**src/rtl/hsv2rgb_pkg.sv**
```systemverilog
// Package for the HSV to RGB converter: item types, sector codes, fixed-point
// constants and the Q0.16 product reduction shared by the pipeline stages.
// Depends on nothing.
`timescale 1ns / 1ps

package hsv2rgb_pkg;

  localparam logic [14:0] HueFull   = 15'd23040;  // 360 degrees in 1/64 degree
  localparam logic [14:0] HueSector = 15'd3840;   // 60 degrees in 1/64 degree
  localparam logic [15:0] OneQ16    = 16'hFFFF;   // Q0.16 one
  // 65535 / 3840 reduces to 4369 / 256, so the fraction is a multiply and a shift.
  localparam logic [12:0] FracMul   = 13'd4369;

  typedef enum logic [1:0] {
    KindBlack,
    KindGray,
    KindColour
  } kind_e;

  typedef enum logic [2:0] {
    SecRedYellow,
    SecYellowGreen,
    SecGreenCyan,
    SecCyanBlue,
    SecBlueMagenta,
    SecMagentaRed
  } sector_e;

  typedef struct packed {
    kind_e       kind;
    sector_e     sector;
    logic [15:0] frac;
    logic [15:0] sat;
    logic [15:0] val;
  } hsv2rgb_item_t;

  // floor(x / 65535) for x <= 65535 * 65535. With x = 65536*hi + lo the
  // remainder against hi is lo + hi, which stays below twice 65535.
  function automatic logic [15:0] qred(input logic [31:0] x);
    logic [16:0] rem;
    rem = {1'b0, x[15:0]} + {1'b0, x[31:16]};
    if (rem >= {1'b0, OneQ16}) begin
      qred = x[31:16] + 16'd1;
    end else begin
      qred = x[31:16];
    end
  endfunction

endpackage

```
**src/rtl/hsv2rgb_front.sv**
```systemverilog
// Front end of the HSV to RGB converter: accepts an item, folds the hue,
// finds the sector and fraction and classifies black, gray or colour.
// Depends on hsv2rgb_pkg.
`timescale 1ns / 1ps

module hsv2rgb_front import hsv2rgb_pkg::*; (
  input  logic          clk_i,
  input  logic          rst_ni,
  input  logic          in_valid_i,
  output logic          in_stall_o,
  input  logic [14:0]   hue_i,
  input  logic [15:0]   saturation_i,
  input  logic [15:0]   brightness_i,
  output logic          item_valid_o,
  input  logic          item_ready_i,
  output hsv2rgb_item_t item_o
);

  logic          valid_q, valid_d;
  hsv2rgb_item_t item_q, item_d;
  logic          accept;
  logic [14:0]   hue;
  logic [14:0]   base;
  logic [11:0]   rem;
  logic [24:0]   frac_prod;

  assign in_stall_o = valid_q && !item_ready_i;
  assign accept     = in_valid_i && !in_stall_o;

  always_comb begin
    hue = (hue_i >= HueFull) ? 15'd0 : hue_i;
    item_d.sector = SecRedYellow;
    base          = 15'd0;
    priority if (hue >= 15'(5 * HueSector)) begin
      item_d.sector = SecMagentaRed;
      base          = 15'(5 * HueSector);
    end else if (hue >= 15'(4 * HueSector)) begin
      item_d.sector = SecBlueMagenta;
      base          = 15'(4 * HueSector);
    end else if (hue >= 15'(3 * HueSector)) begin
      item_d.sector = SecCyanBlue;
      base          = 15'(3 * HueSector);
    end else if (hue >= 15'(2 * HueSector)) begin
      item_d.sector = SecGreenCyan;
      base          = 15'(2 * HueSector);
    end else if (hue >= HueSector) begin
      item_d.sector = SecYellowGreen;
      base          = HueSector;
    end
    rem         = 12'(hue - base);
    frac_prod   = {13'd0, rem} * {12'd0, FracMul};
    item_d.frac = frac_prod[23:8];
    item_d.sat  = saturation_i;
    item_d.val  = brightness_i;
    priority if (brightness_i == 16'd0) begin
      item_d.kind = KindBlack;
    end else if (saturation_i == 16'd0) begin
      item_d.kind = KindGray;
    end else begin
      item_d.kind = KindColour;
    end
  end

  always_comb begin
    valid_d = valid_q;
    if (accept) begin
      valid_d = 1'b1;
    end else if (item_ready_i) begin
      valid_d = 1'b0;
    end
  end

  always_ff @(posedge clk_i or negedge rst_ni) begin
    if (!rst_ni) begin
      valid_q <= 1'b0;
    end else begin
      valid_q <= valid_d;
    end
  end

  always_ff @(posedge clk_i) begin
    if (accept) begin
      item_q <= item_d;
    end
  end

  assign item_valid_o = valid_q;
  assign item_o       = item_q;

endmodule

```
**src/rtl/hsv2rgb_queue.sv**
```systemverilog
// Short queue of classified items between the front end and the back end.
// Depends on hsv2rgb_pkg.
`timescale 1ns / 1ps

module hsv2rgb_queue import hsv2rgb_pkg::*; #(
  parameter int unsigned Depth = 2
) (
  input  logic          clk_i,
  input  logic          rst_ni,
  input  logic          push_valid_i,
  output logic          push_ready_o,
  input  hsv2rgb_item_t push_item_i,
  output logic          pop_valid_o,
  input  logic          pop_ready_i,
  output hsv2rgb_item_t pop_item_o
);

  localparam int unsigned PtrW = (Depth > 1) ? $clog2(Depth) : 1;
  localparam int unsigned CntW = $clog2(Depth + 1);

  hsv2rgb_item_t       slots_q [Depth];
  logic [PtrW-1:0]     wr_ptr_q, wr_ptr_d, rd_ptr_q, rd_ptr_d;
  logic [CntW-1:0]     count_q, count_d;
  logic                push, pop;

  assign push_ready_o = (count_q != CntW'(Depth));
  assign pop_valid_o  = (count_q != '0);
  assign push         = push_valid_i && push_ready_o;
  assign pop          = pop_ready_i && pop_valid_o;
  assign pop_item_o   = slots_q[rd_ptr_q];

  always_comb begin
    wr_ptr_d = wr_ptr_q;
    rd_ptr_d = rd_ptr_q;
    count_d  = count_q;
    if (push) begin
      wr_ptr_d = (wr_ptr_q == PtrW'(Depth - 1)) ? '0 : wr_ptr_q + 1'b1;
    end
    if (pop) begin
      rd_ptr_d = (rd_ptr_q == PtrW'(Depth - 1)) ? '0 : rd_ptr_q + 1'b1;
    end
    if (push && !pop) begin
      count_d = count_q + 1'b1;
    end else if (pop && !push) begin
      count_d = count_q - 1'b1;
    end
  end

  always_ff @(posedge clk_i or negedge rst_ni) begin
    if (!rst_ni) begin
      wr_ptr_q <= '0;
      rd_ptr_q <= '0;
      count_q  <= '0;
    end else begin
      wr_ptr_q <= wr_ptr_d;
      rd_ptr_q <= rd_ptr_d;
      count_q  <= count_d;
    end
  end

  always_ff @(posedge clk_i) begin
    if (push) begin
      slots_q[wr_ptr_q] <= push_item_i;
    end
  end

endmodule

```
**src/rtl/hsv2rgb_back.sv**
```systemverilog
// Back end of the HSV to RGB converter: four-stage multiply pipeline forming
// p, q and t and routing them by sector into the output register.
// Depends on hsv2rgb_pkg.
`timescale 1ns / 1ps

module hsv2rgb_back import hsv2rgb_pkg::*; (
  input  logic          clk_i,
  input  logic          rst_ni,
  input  logic          item_valid_i,
  output logic          item_ready_o,
  input  hsv2rgb_item_t item_i,
  output logic          out_valid_o,
  input  logic          out_stall_i,
  output logic [15:0]   red_o,
  output logic [15:0]   green_o,
  output logic [15:0]   blue_o
);

  typedef struct packed {
    kind_e       kind;
    sector_e     sector;
    logic [15:0] val;
  } route_t;

  logic        en;
  logic        s1_v_q, s2_v_q, s3_v_q, out_v_q;
  route_t      s1_r_q, s2_r_q, s3_r_q;
  logic [31:0] s1_pp_q, s1_fs_q, s1_ts_q;
  logic [15:0] s2_p_q, s2_aq_q, s2_at_q;
  logic [15:0] s3_p_q;
  logic [31:0] s3_qq_q, s3_tt_q;
  logic [15:0] q_val, t_val;
  logic [15:0] red_d, green_d, blue_d;
  logic [15:0] red_q, green_q, blue_q;

  // The whole pipeline advances together unless a finished item is held.
  assign en           = !(out_v_q && out_stall_i);
  assign item_ready_o = en;

  always_ff @(posedge clk_i or negedge rst_ni) begin
    if (!rst_ni) begin
      s1_v_q  <= 1'b0;
      s2_v_q  <= 1'b0;
      s3_v_q  <= 1'b0;
      out_v_q <= 1'b0;
    end else if (en) begin
      s1_v_q  <= item_valid_i;
      s2_v_q  <= s1_v_q;
      s3_v_q  <= s2_v_q;
      out_v_q <= s3_v_q;
    end
  end

  assign q_val = qred(s3_qq_q);
  assign t_val = qred(s3_tt_q);

  always_comb begin
    red_d   = s3_r_q.val;
    green_d = s3_r_q.val;
    blue_d  = s3_r_q.val;
    unique case (s3_r_q.kind)
      KindBlack: begin
        red_d   = 16'd0;
        green_d = 16'd0;
        blue_d  = 16'd0;
      end
      KindColour: begin
        unique case (s3_r_q.sector)
          SecRedYellow: begin
            red_d = s3_r_q.val; green_d = t_val; blue_d = s3_p_q;
          end
          SecYellowGreen: begin
            red_d = q_val; green_d = s3_r_q.val; blue_d = s3_p_q;
          end
          SecGreenCyan: begin
            red_d = s3_p_q; green_d = s3_r_q.val; blue_d = t_val;
          end
          SecCyanBlue: begin
            red_d = s3_p_q; green_d = q_val; blue_d = s3_r_q.val;
          end
          SecBlueMagenta: begin
            red_d = t_val; green_d = s3_p_q; blue_d = s3_r_q.val;
          end
          default: begin
            red_d = s3_r_q.val; green_d = s3_p_q; blue_d = q_val;
          end
        endcase
      end
      default: begin
      end
    endcase
  end

  always_ff @(posedge clk_i) begin
    if (en) begin
      s1_r_q  <= '{kind: item_i.kind, sector: item_i.sector, val: item_i.val};
      s1_pp_q <= {16'd0, item_i.val} * {16'd0, OneQ16 - item_i.sat};
      s1_fs_q <= {16'd0, item_i.frac} * {16'd0, item_i.sat};
      s1_ts_q <= {16'd0, OneQ16 - item_i.frac} * {16'd0, item_i.sat};

      s2_r_q  <= s1_r_q;
      s2_p_q  <= qred(s1_pp_q);
      s2_aq_q <= OneQ16 - qred(s1_fs_q);
      s2_at_q <= OneQ16 - qred(s1_ts_q);

      s3_r_q  <= s2_r_q;
      s3_p_q  <= s2_p_q;
      s3_qq_q <= {16'd0, s2_r_q.val} * {16'd0, s2_aq_q};
      s3_tt_q <= {16'd0, s2_r_q.val} * {16'd0, s2_at_q};

      red_q   <= red_d;
      green_q <= green_d;
      blue_q  <= blue_d;
    end
  end

  assign out_valid_o = out_v_q;
  assign red_o       = red_q;
  assign green_o     = green_q;
  assign blue_o      = blue_q;

endmodule

```
**src/rtl/hsv_to_rgb_converter.sv**
```systemverilog
// HSV to RGB converter, one pixel item in and one pixel item out.
// An accepted item passes through the front register, the queue, two multiply
// stages and two reduction stages before its result shows.
// Throughput: one item per cycle unless stalled, as multipliers are fully pipelined.
// Reset: rst_ni clears all valid flags, queue pointers and counts; data
// registers are not reset.
`timescale 1ns / 1ps

module hsv_to_rgb_converter import hsv2rgb_pkg::*; #(
  parameter int unsigned QueueDepth = 2
) (
  input  logic        clk_i,
  input  logic        rst_ni,
  input  logic        in_valid_i,
  output logic        in_stall_o,
  input  logic [14:0] hue_i,
  input  logic [15:0] saturation_i,
  input  logic [15:0] brightness_i,
  output logic        out_valid_o,
  input  logic        out_stall_i,
  output logic [15:0] red_o,
  output logic [15:0] green_o,
  output logic [15:0] blue_o
);

  // The front end folds hue at or above 360 degrees to zero, splits it into a
  // sector and a Q0.16 fraction, and tags each item as black (zero value),
  // gray (zero saturation) or colour. Its register stalls only when the queue
  // is full.
  logic          fr_valid, fr_ready;
  hsv2rgb_item_t fr_item;

  // The queue lets the front end keep taking items while the output side is
  // stalled, until the queue itself is full.
  logic          bk_valid, bk_ready;
  hsv2rgb_item_t bk_item;

  hsv2rgb_front u_front (
    .clk_i        (clk_i),
    .rst_ni       (rst_ni),
    .in_valid_i   (in_valid_i),
    .in_stall_o   (in_stall_o),
    .hue_i        (hue_i),
    .saturation_i (saturation_i),
    .brightness_i (brightness_i),
    .item_valid_o (fr_valid),
    .item_ready_i (fr_ready),
    .item_o       (fr_item)
  );

  hsv2rgb_queue #(
    .Depth (QueueDepth)
  ) u_queue (
    .clk_i        (clk_i),
    .rst_ni       (rst_ni),
    .push_valid_i (fr_valid),
    .push_ready_o (fr_ready),
    .push_item_i  (fr_item),
    .pop_valid_o  (bk_valid),
    .pop_ready_i  (bk_ready),
    .pop_item_o   (bk_item)
  );

  // The back end forms p, q and t with truncating Q0.16 products and routes
  // them by sector. Its stages all move together, and they hold whenever the
  // output register carries an item that the receiver is stalling.
  hsv2rgb_back u_back (
    .clk_i        (clk_i),
    .rst_ni       (rst_ni),
    .item_valid_i (bk_valid),
    .item_ready_o (bk_ready),
    .item_i       (bk_item),
    .out_valid_o  (out_valid_o),
    .out_stall_i  (out_stall_i),
    .red_o        (red_o),
    .green_o      (green_o),
    .blue_o       (blue_o)
  );

endmodule

```
**config.mk**
```make
export PLATFORM = sky130hd
export DESIGN_NAME = hsv_to_rgb_converter
export DESIGN_NICKNAME = d
export VERILOG_FILES = /design/src/rtl/hsv2rgb_pkg.sv /design/src/rtl/hsv2rgb_front.sv /design/src/rtl/hsv2rgb_queue.sv /design/src/rtl/hsv2rgb_back.sv /design/src/rtl/hsv_to_rgb_converter.sv
export SDC_FILE = /design/constraint.sdc
export NUM_CORES = 2
export LEC_CHECK = 0
export ABC_AREA = 1
export BUFFER_PORTS_ARGS = -buffer_cell sky130_fd_sc_hd__buf_2
export CAP_MARGIN = 5
export CORE_ASPECT_RATIO = 0.5
export CORE_MARGIN = 4
export CORE_UTILIZATION = 45
export CTS_BUF_LIST = sky130_fd_sc_hd__clkbuf_2
export DETAILED_ROUTE_END_ITERATION = 8
export PLACE_DENSITY = 0.58
export SETUP_SLACK_MARGIN = 0.02
export SYNTH_ARGS = -nofsm -noshare
export SYNTH_HDL_FRONTEND = slang
export SYNTH_HIERARCHICAL = 1
export SYNTH_SLANG_ARGS = --single-unit
```
**constraint.sdc**
```tcl
create_clock -name clk_i -period 23.2 [get_ports clk_i]
set_clock_uncertainty 0.2 [all_clocks]
set_input_delay 5.8 -clock clk_i [delete_from_list [all_inputs] [get_ports clk_i]]
set_output_delay 5.8 -clock clk_i [all_outputs]
set_load 0.01 [all_outputs]
```
==> results_tabular.tex <==
\begin{tabular}{lr}
\hline
Metric & Value \\
\hline
\multicolumn{2}{l}{\textbf{Run status}} \\
\quad Status & completed \\
\multicolumn{2}{l}{\textbf{Place}} \\
\quad GP Congestion & 0.903 \\
\quad Worst Setup Slack post-DPL & 11910 ps \\
\quad I/O Buffers & 100 \\
\quad Detailed placement HPWL & 137000 um \\
\multicolumn{2}{l}{\textbf{Synth}} \\
\quad Post-synth net total & 9952 \\
\quad Top\_reg\_cell synth & sky130\_fd\_sc\_hd\_\_edfxtp\_1 \\
\quad Synthesized netlist cell count & 8271 \\
\quad Yosys top cell by area & sky130\_fd\_sc\_hd\_\_fa\_1 \\
\quad Number of synthesized register bits & 503 \\
\quad Yosys warnings & 6 \\
\quad Largest cells by area after synthesis & sky130\_fd\_sc\_hd\_\_fa\_1, sky130\_fd\_sc\_hd\_\_edfxtp\_1, sky130\_fd\_sc\_hd\_\_ha\_1, sky130\_fd\_sc\_hd\_\_nand2\_1, sky130\_fd\_sc\_hd\_\_inv\_1 \\
\quad Distinct cell type count of the synthesized netlist & 64 \\
\quad Top post-synthesis cells by count & sky130\_fd\_sc\_hd\_\_nand2\_1, sky130\_fd\_sc\_hd\_\_inv\_1, sky130\_fd\_sc\_hd\_\_fa\_1 \\
\quad Async set or reset register ratio after synthesis & 1.79\% \\
\quad Sequential area share after synthesis & 21.7\% \\
\quad Area share of the largest cell type after synthesis & 28.3\% \\
\quad Post-synthesis area per instance & 8.40 um\^{}2 \\
\quad Combined area of all synthesized cells & 69500 um\^{}2 \\
\quad Number of enable-type register cells in the synthesized netlist & 494 \\
\quad Top-count cell post-synth & sky130\_fd\_sc\_hd\_\_nand2\_1 \\
\multicolumn{2}{l}{\textbf{Setup path}} \\
\quad Slowest CP cell & sky130\_fd\_sc\_hd\_\_fa\_1 \\
\quad Worst reg2reg setup slack & 15350 ps \\
\quad Required arrival time at the worst endpoint & 24090 ps \\
\quad Reg2reg end & u\_back/s1\_ts\_q[20] \\
\quad Arrival time worst endpoint & 10780 ps \\
\quad Setup CP Type & input pin to flip-flop \\
\quad Crit path capture type & flip-flop \\
\quad Critical Path Most Common Cell & sky130\_fd\_sc\_hd\_\_nand2\_1 \\
\quad Largest fanout on the critical path & 10 \\
\quad Largest stage delay on the critical path & 540 ps \\
\quad Count of cells along the worst register-to-register path & 24 \\
\quad FF-to-FF Start & u\_queue/rd\_ptr\_q \\
\quad CP Launch Type & input pin \\
\quad Crit. Startpoint & hue\_i[9] \\
\multicolumn{2}{l}{\textbf{Clock tree}} \\
\quad Number of buffers added to fix hold violations after cts & 0 \\
\quad Number of setup buffers added after CTS & 0 \\
\quad PostCTS Resize Cnt & 0 \\
\quad Worst-Skew Late Latency & 1440 ps \\
\quad Inserted Clock Buffers & 120 \\
\quad Total number of clock tree sinks & 503 \\
\quad TritonCTS clock tree & built \\
\quad Clock root buffer & sky130\_fd\_sc\_hd\_\_clkbuf\_2 \\
\quad Worst-path clk slew & 110 ps \\
\quad Buffer levels on the longest clock path & 3 \\
\quad H-Tree Depth & 3 \\
\multicolumn{2}{l}{\textbf{Die}} \\
\quad Die height & 286 um \\
\quad Horizontal die dimension & 564 um \\
\quad Area inside the core boundary & 153000 um\^{}2 \\
\quad Initial core utilization & 45.6\% \\
\quad Total I/O pin count & 101 \\
\quad Die outline area & 161000 um\^{}2 \\
\quad Cell Rows & 101 \\
\multicolumn{2}{l}{\textbf{Detailed routing}} \\
\quad Total number of vias & 52900 \\
\quad Drt pass-1 iters & 6 \\
\quad DRC violations left & 0 \\
\quad Vias/cell & 5.08 \\
\quad Routed length per instance & 17.3 um \\
\quad Remaining number of nets flagged by the antenna check after routing & 0 \\
\quad Iteration-0 DRC count of the detailed router & 3917 \\
\quad Routed Wire Length & 181000 um \\
\multicolumn{2}{l}{\textbf{Global route}} \\
\quad Pin count of the biggest net entering global routing & 150 \\
\quad Overall Global Routing Usage & 23.0\% \\
\quad Via count of the first global-routing pass & 54000 \\
\quad Total grt overflow & 0 \\
\quad Global-route wire length before repair & 296000 um \\
\quad Antenna violations before repair & 9 \\
\multicolumn{2}{l}{\textbf{STA}} \\
\quad Post-route minimum period & 9890 ps \\
\quad Fin crit share & 42.6\% \\
\quad Actual transition at the worst max-transition pin & 1060 ps \\
\quad Final-layout setup total negative slack & 0 ps \\
\quad \# setup viols final & 0 \\
\quad Setup repair after global routing missed its margin & false \\
\quad Pins Over Slew Limit & 0 \\
\quad Worst hold margin & 127 ps \\
\quad Worst setup slack after layout & 13310 ps \\
\quad Hold Violations, Final & 0 \\
\quad Worst slew margin & 29.2\% \\
\quad Maximum frequency from static timing analysis & 0.101 GHz \\
\multicolumn{2}{l}{\textbf{Cells and area}} \\
\quad Number of fillers in the final layout & 15000 \\
\quad Final net count & 9942 \\
\quad Core Util, Final & 47.9\% \\
\quad Register area & 15100 um\^{}2 \\
\quad Layout cells sized above 1 & 5.31\% \\
\quad Relative area change from synthesis to final layout & 5.16\% \\
\quad Multi-input gate area in the final layout & 45900 um\^{}2 \\
\multicolumn{2}{l}{\textbf{Min path}} \\
\quad Path class of the lowest-slack min-delay path & flip-flop to flip-flop \\
\quad Number of cells on the worst hold path & 0 \\
\quad Endpoint, Worst Hold & u\_back/s3\_p\_q[9] \\
\quad Launch instance of the worst min-delay path & u\_back/s2\_p\_q[9] \\
\multicolumn{2}{l}{\textbf{Flow run}} \\
\quad Number of max-cap violations & 0 \\
\hline
\end{tabular}
==> worst max path at each step <==
stage	endpoint	slack, ps	depth (start not counted)
finish	u_front/item_o[43]	13310	33
CTS	u_front/item_o[43]	13470	33
detailed placement	u_front/item_o[43]	11910	33
floorplan	u_queue/count_q[1]	8570	7
global placement	u_front/item_o[47]	11900	33
global route	u_front/item_o[43]	12960	32
==> cell type report <==
cell class	instances	area share (%)
clock buffers	162	1.11
well taps	2060	3.53
inverters	1937	9.96
multi-input cells	5530	62.8
repair buffers	169	1.41
diodes	6	0.0205
flip-flops and latches	503	20.6
clock inverters	56	0.522
==> through the flow <==
step	instance area, um^2	std cells
6_report	73100	10400
2_1_floorplan	69500	8271
5_1_grt	73100	10400
4_1_cts	73100	10400
3_5_place_dp	71900	10200
3_3_place_gp	71900	10200
==> routing by layer <==
metal / vias to the layer above / GRT usage, % / share of wire (%)
met2: 1581 / 35.3 / 43
met4: 6 / 4.50 / 1.7
met5: - / 0 / 0.023
met1: 25900 / 34.2 / 48
li1: 25200 / - / -
met3: 200 / 4.04 / 7.3
==> cells by family after synthesis <==
logic type | after synthesis | synth area share [%]
flip-flops | 503 | 21.7
AND/OR/NAND/NOR | 3105 | 18.3
XOR/XNOR | 254 | 3.20
AO/OA/AOI/OAI | 539 | 4.52
multiplexers | 2 | 0.0324
adder cells (fa/ha/maj) | 1630 | 40.0
buffers and inverters | 2238 | 12.3
==> critical path, delay by kind of cell <==
kind / cells / cell delay, ps
simple gates: 17 / 1950
fa+ha+maj: 6 / 1990
compound gates: 5 / 680
buf+inv: 5 / 360
==> state kept, by name (all words and copies together) (netlist names), 2 cells and up <==
signal / flops
u_back/blue_o: 16
u_back/green_o: 16
u_back/red_o: 16
u_back/s1_fs_q: 32
u_back/s1_pp_q: 32
u_back/s1_r_q: 21
u_back/s1_ts_q: 32
u_back/s2_aq_q: 16
u_back/s2_at_q: 16
u_back/s2_p_q: 16
u_back/s2_r_q: 21
u_back/s3_p_q: 16
u_back/s3_qq_q: 32
u_back/s3_r_q: 21
u_back/s3_tt_q: 32
u_front/item_o: 53
u_queue/count_q: 2
u_queue/slots_q: 106
==> cell usage in the layout, fill, tap and decap left out, drive strengths merged, types with 9 or more instances in the layout <==
cell type / instances
a221oi: 21
o21bai: 25
xor2: 183
nand4: 44
nand2: 2079
fa: 983
a21oi: 269
ha: 647
buf: 169
o21ai: 127
nor2: 490
xnor2: 71
clkinv: 58
nor4: 31
edfxtp: 494
or2: 12
nand3b: 31
nand3: 353
a31oi: 14
o211ai: 11
a21boi: 13
clkbuf: 162
nor3: 58
o21a: 11
inv: 1930
a21o: 23
dfrtp: 9
Power is left out: the tool's default activity adds up to more than one toggle a clock period on the data nets, which glitch-free logic cannot reach.
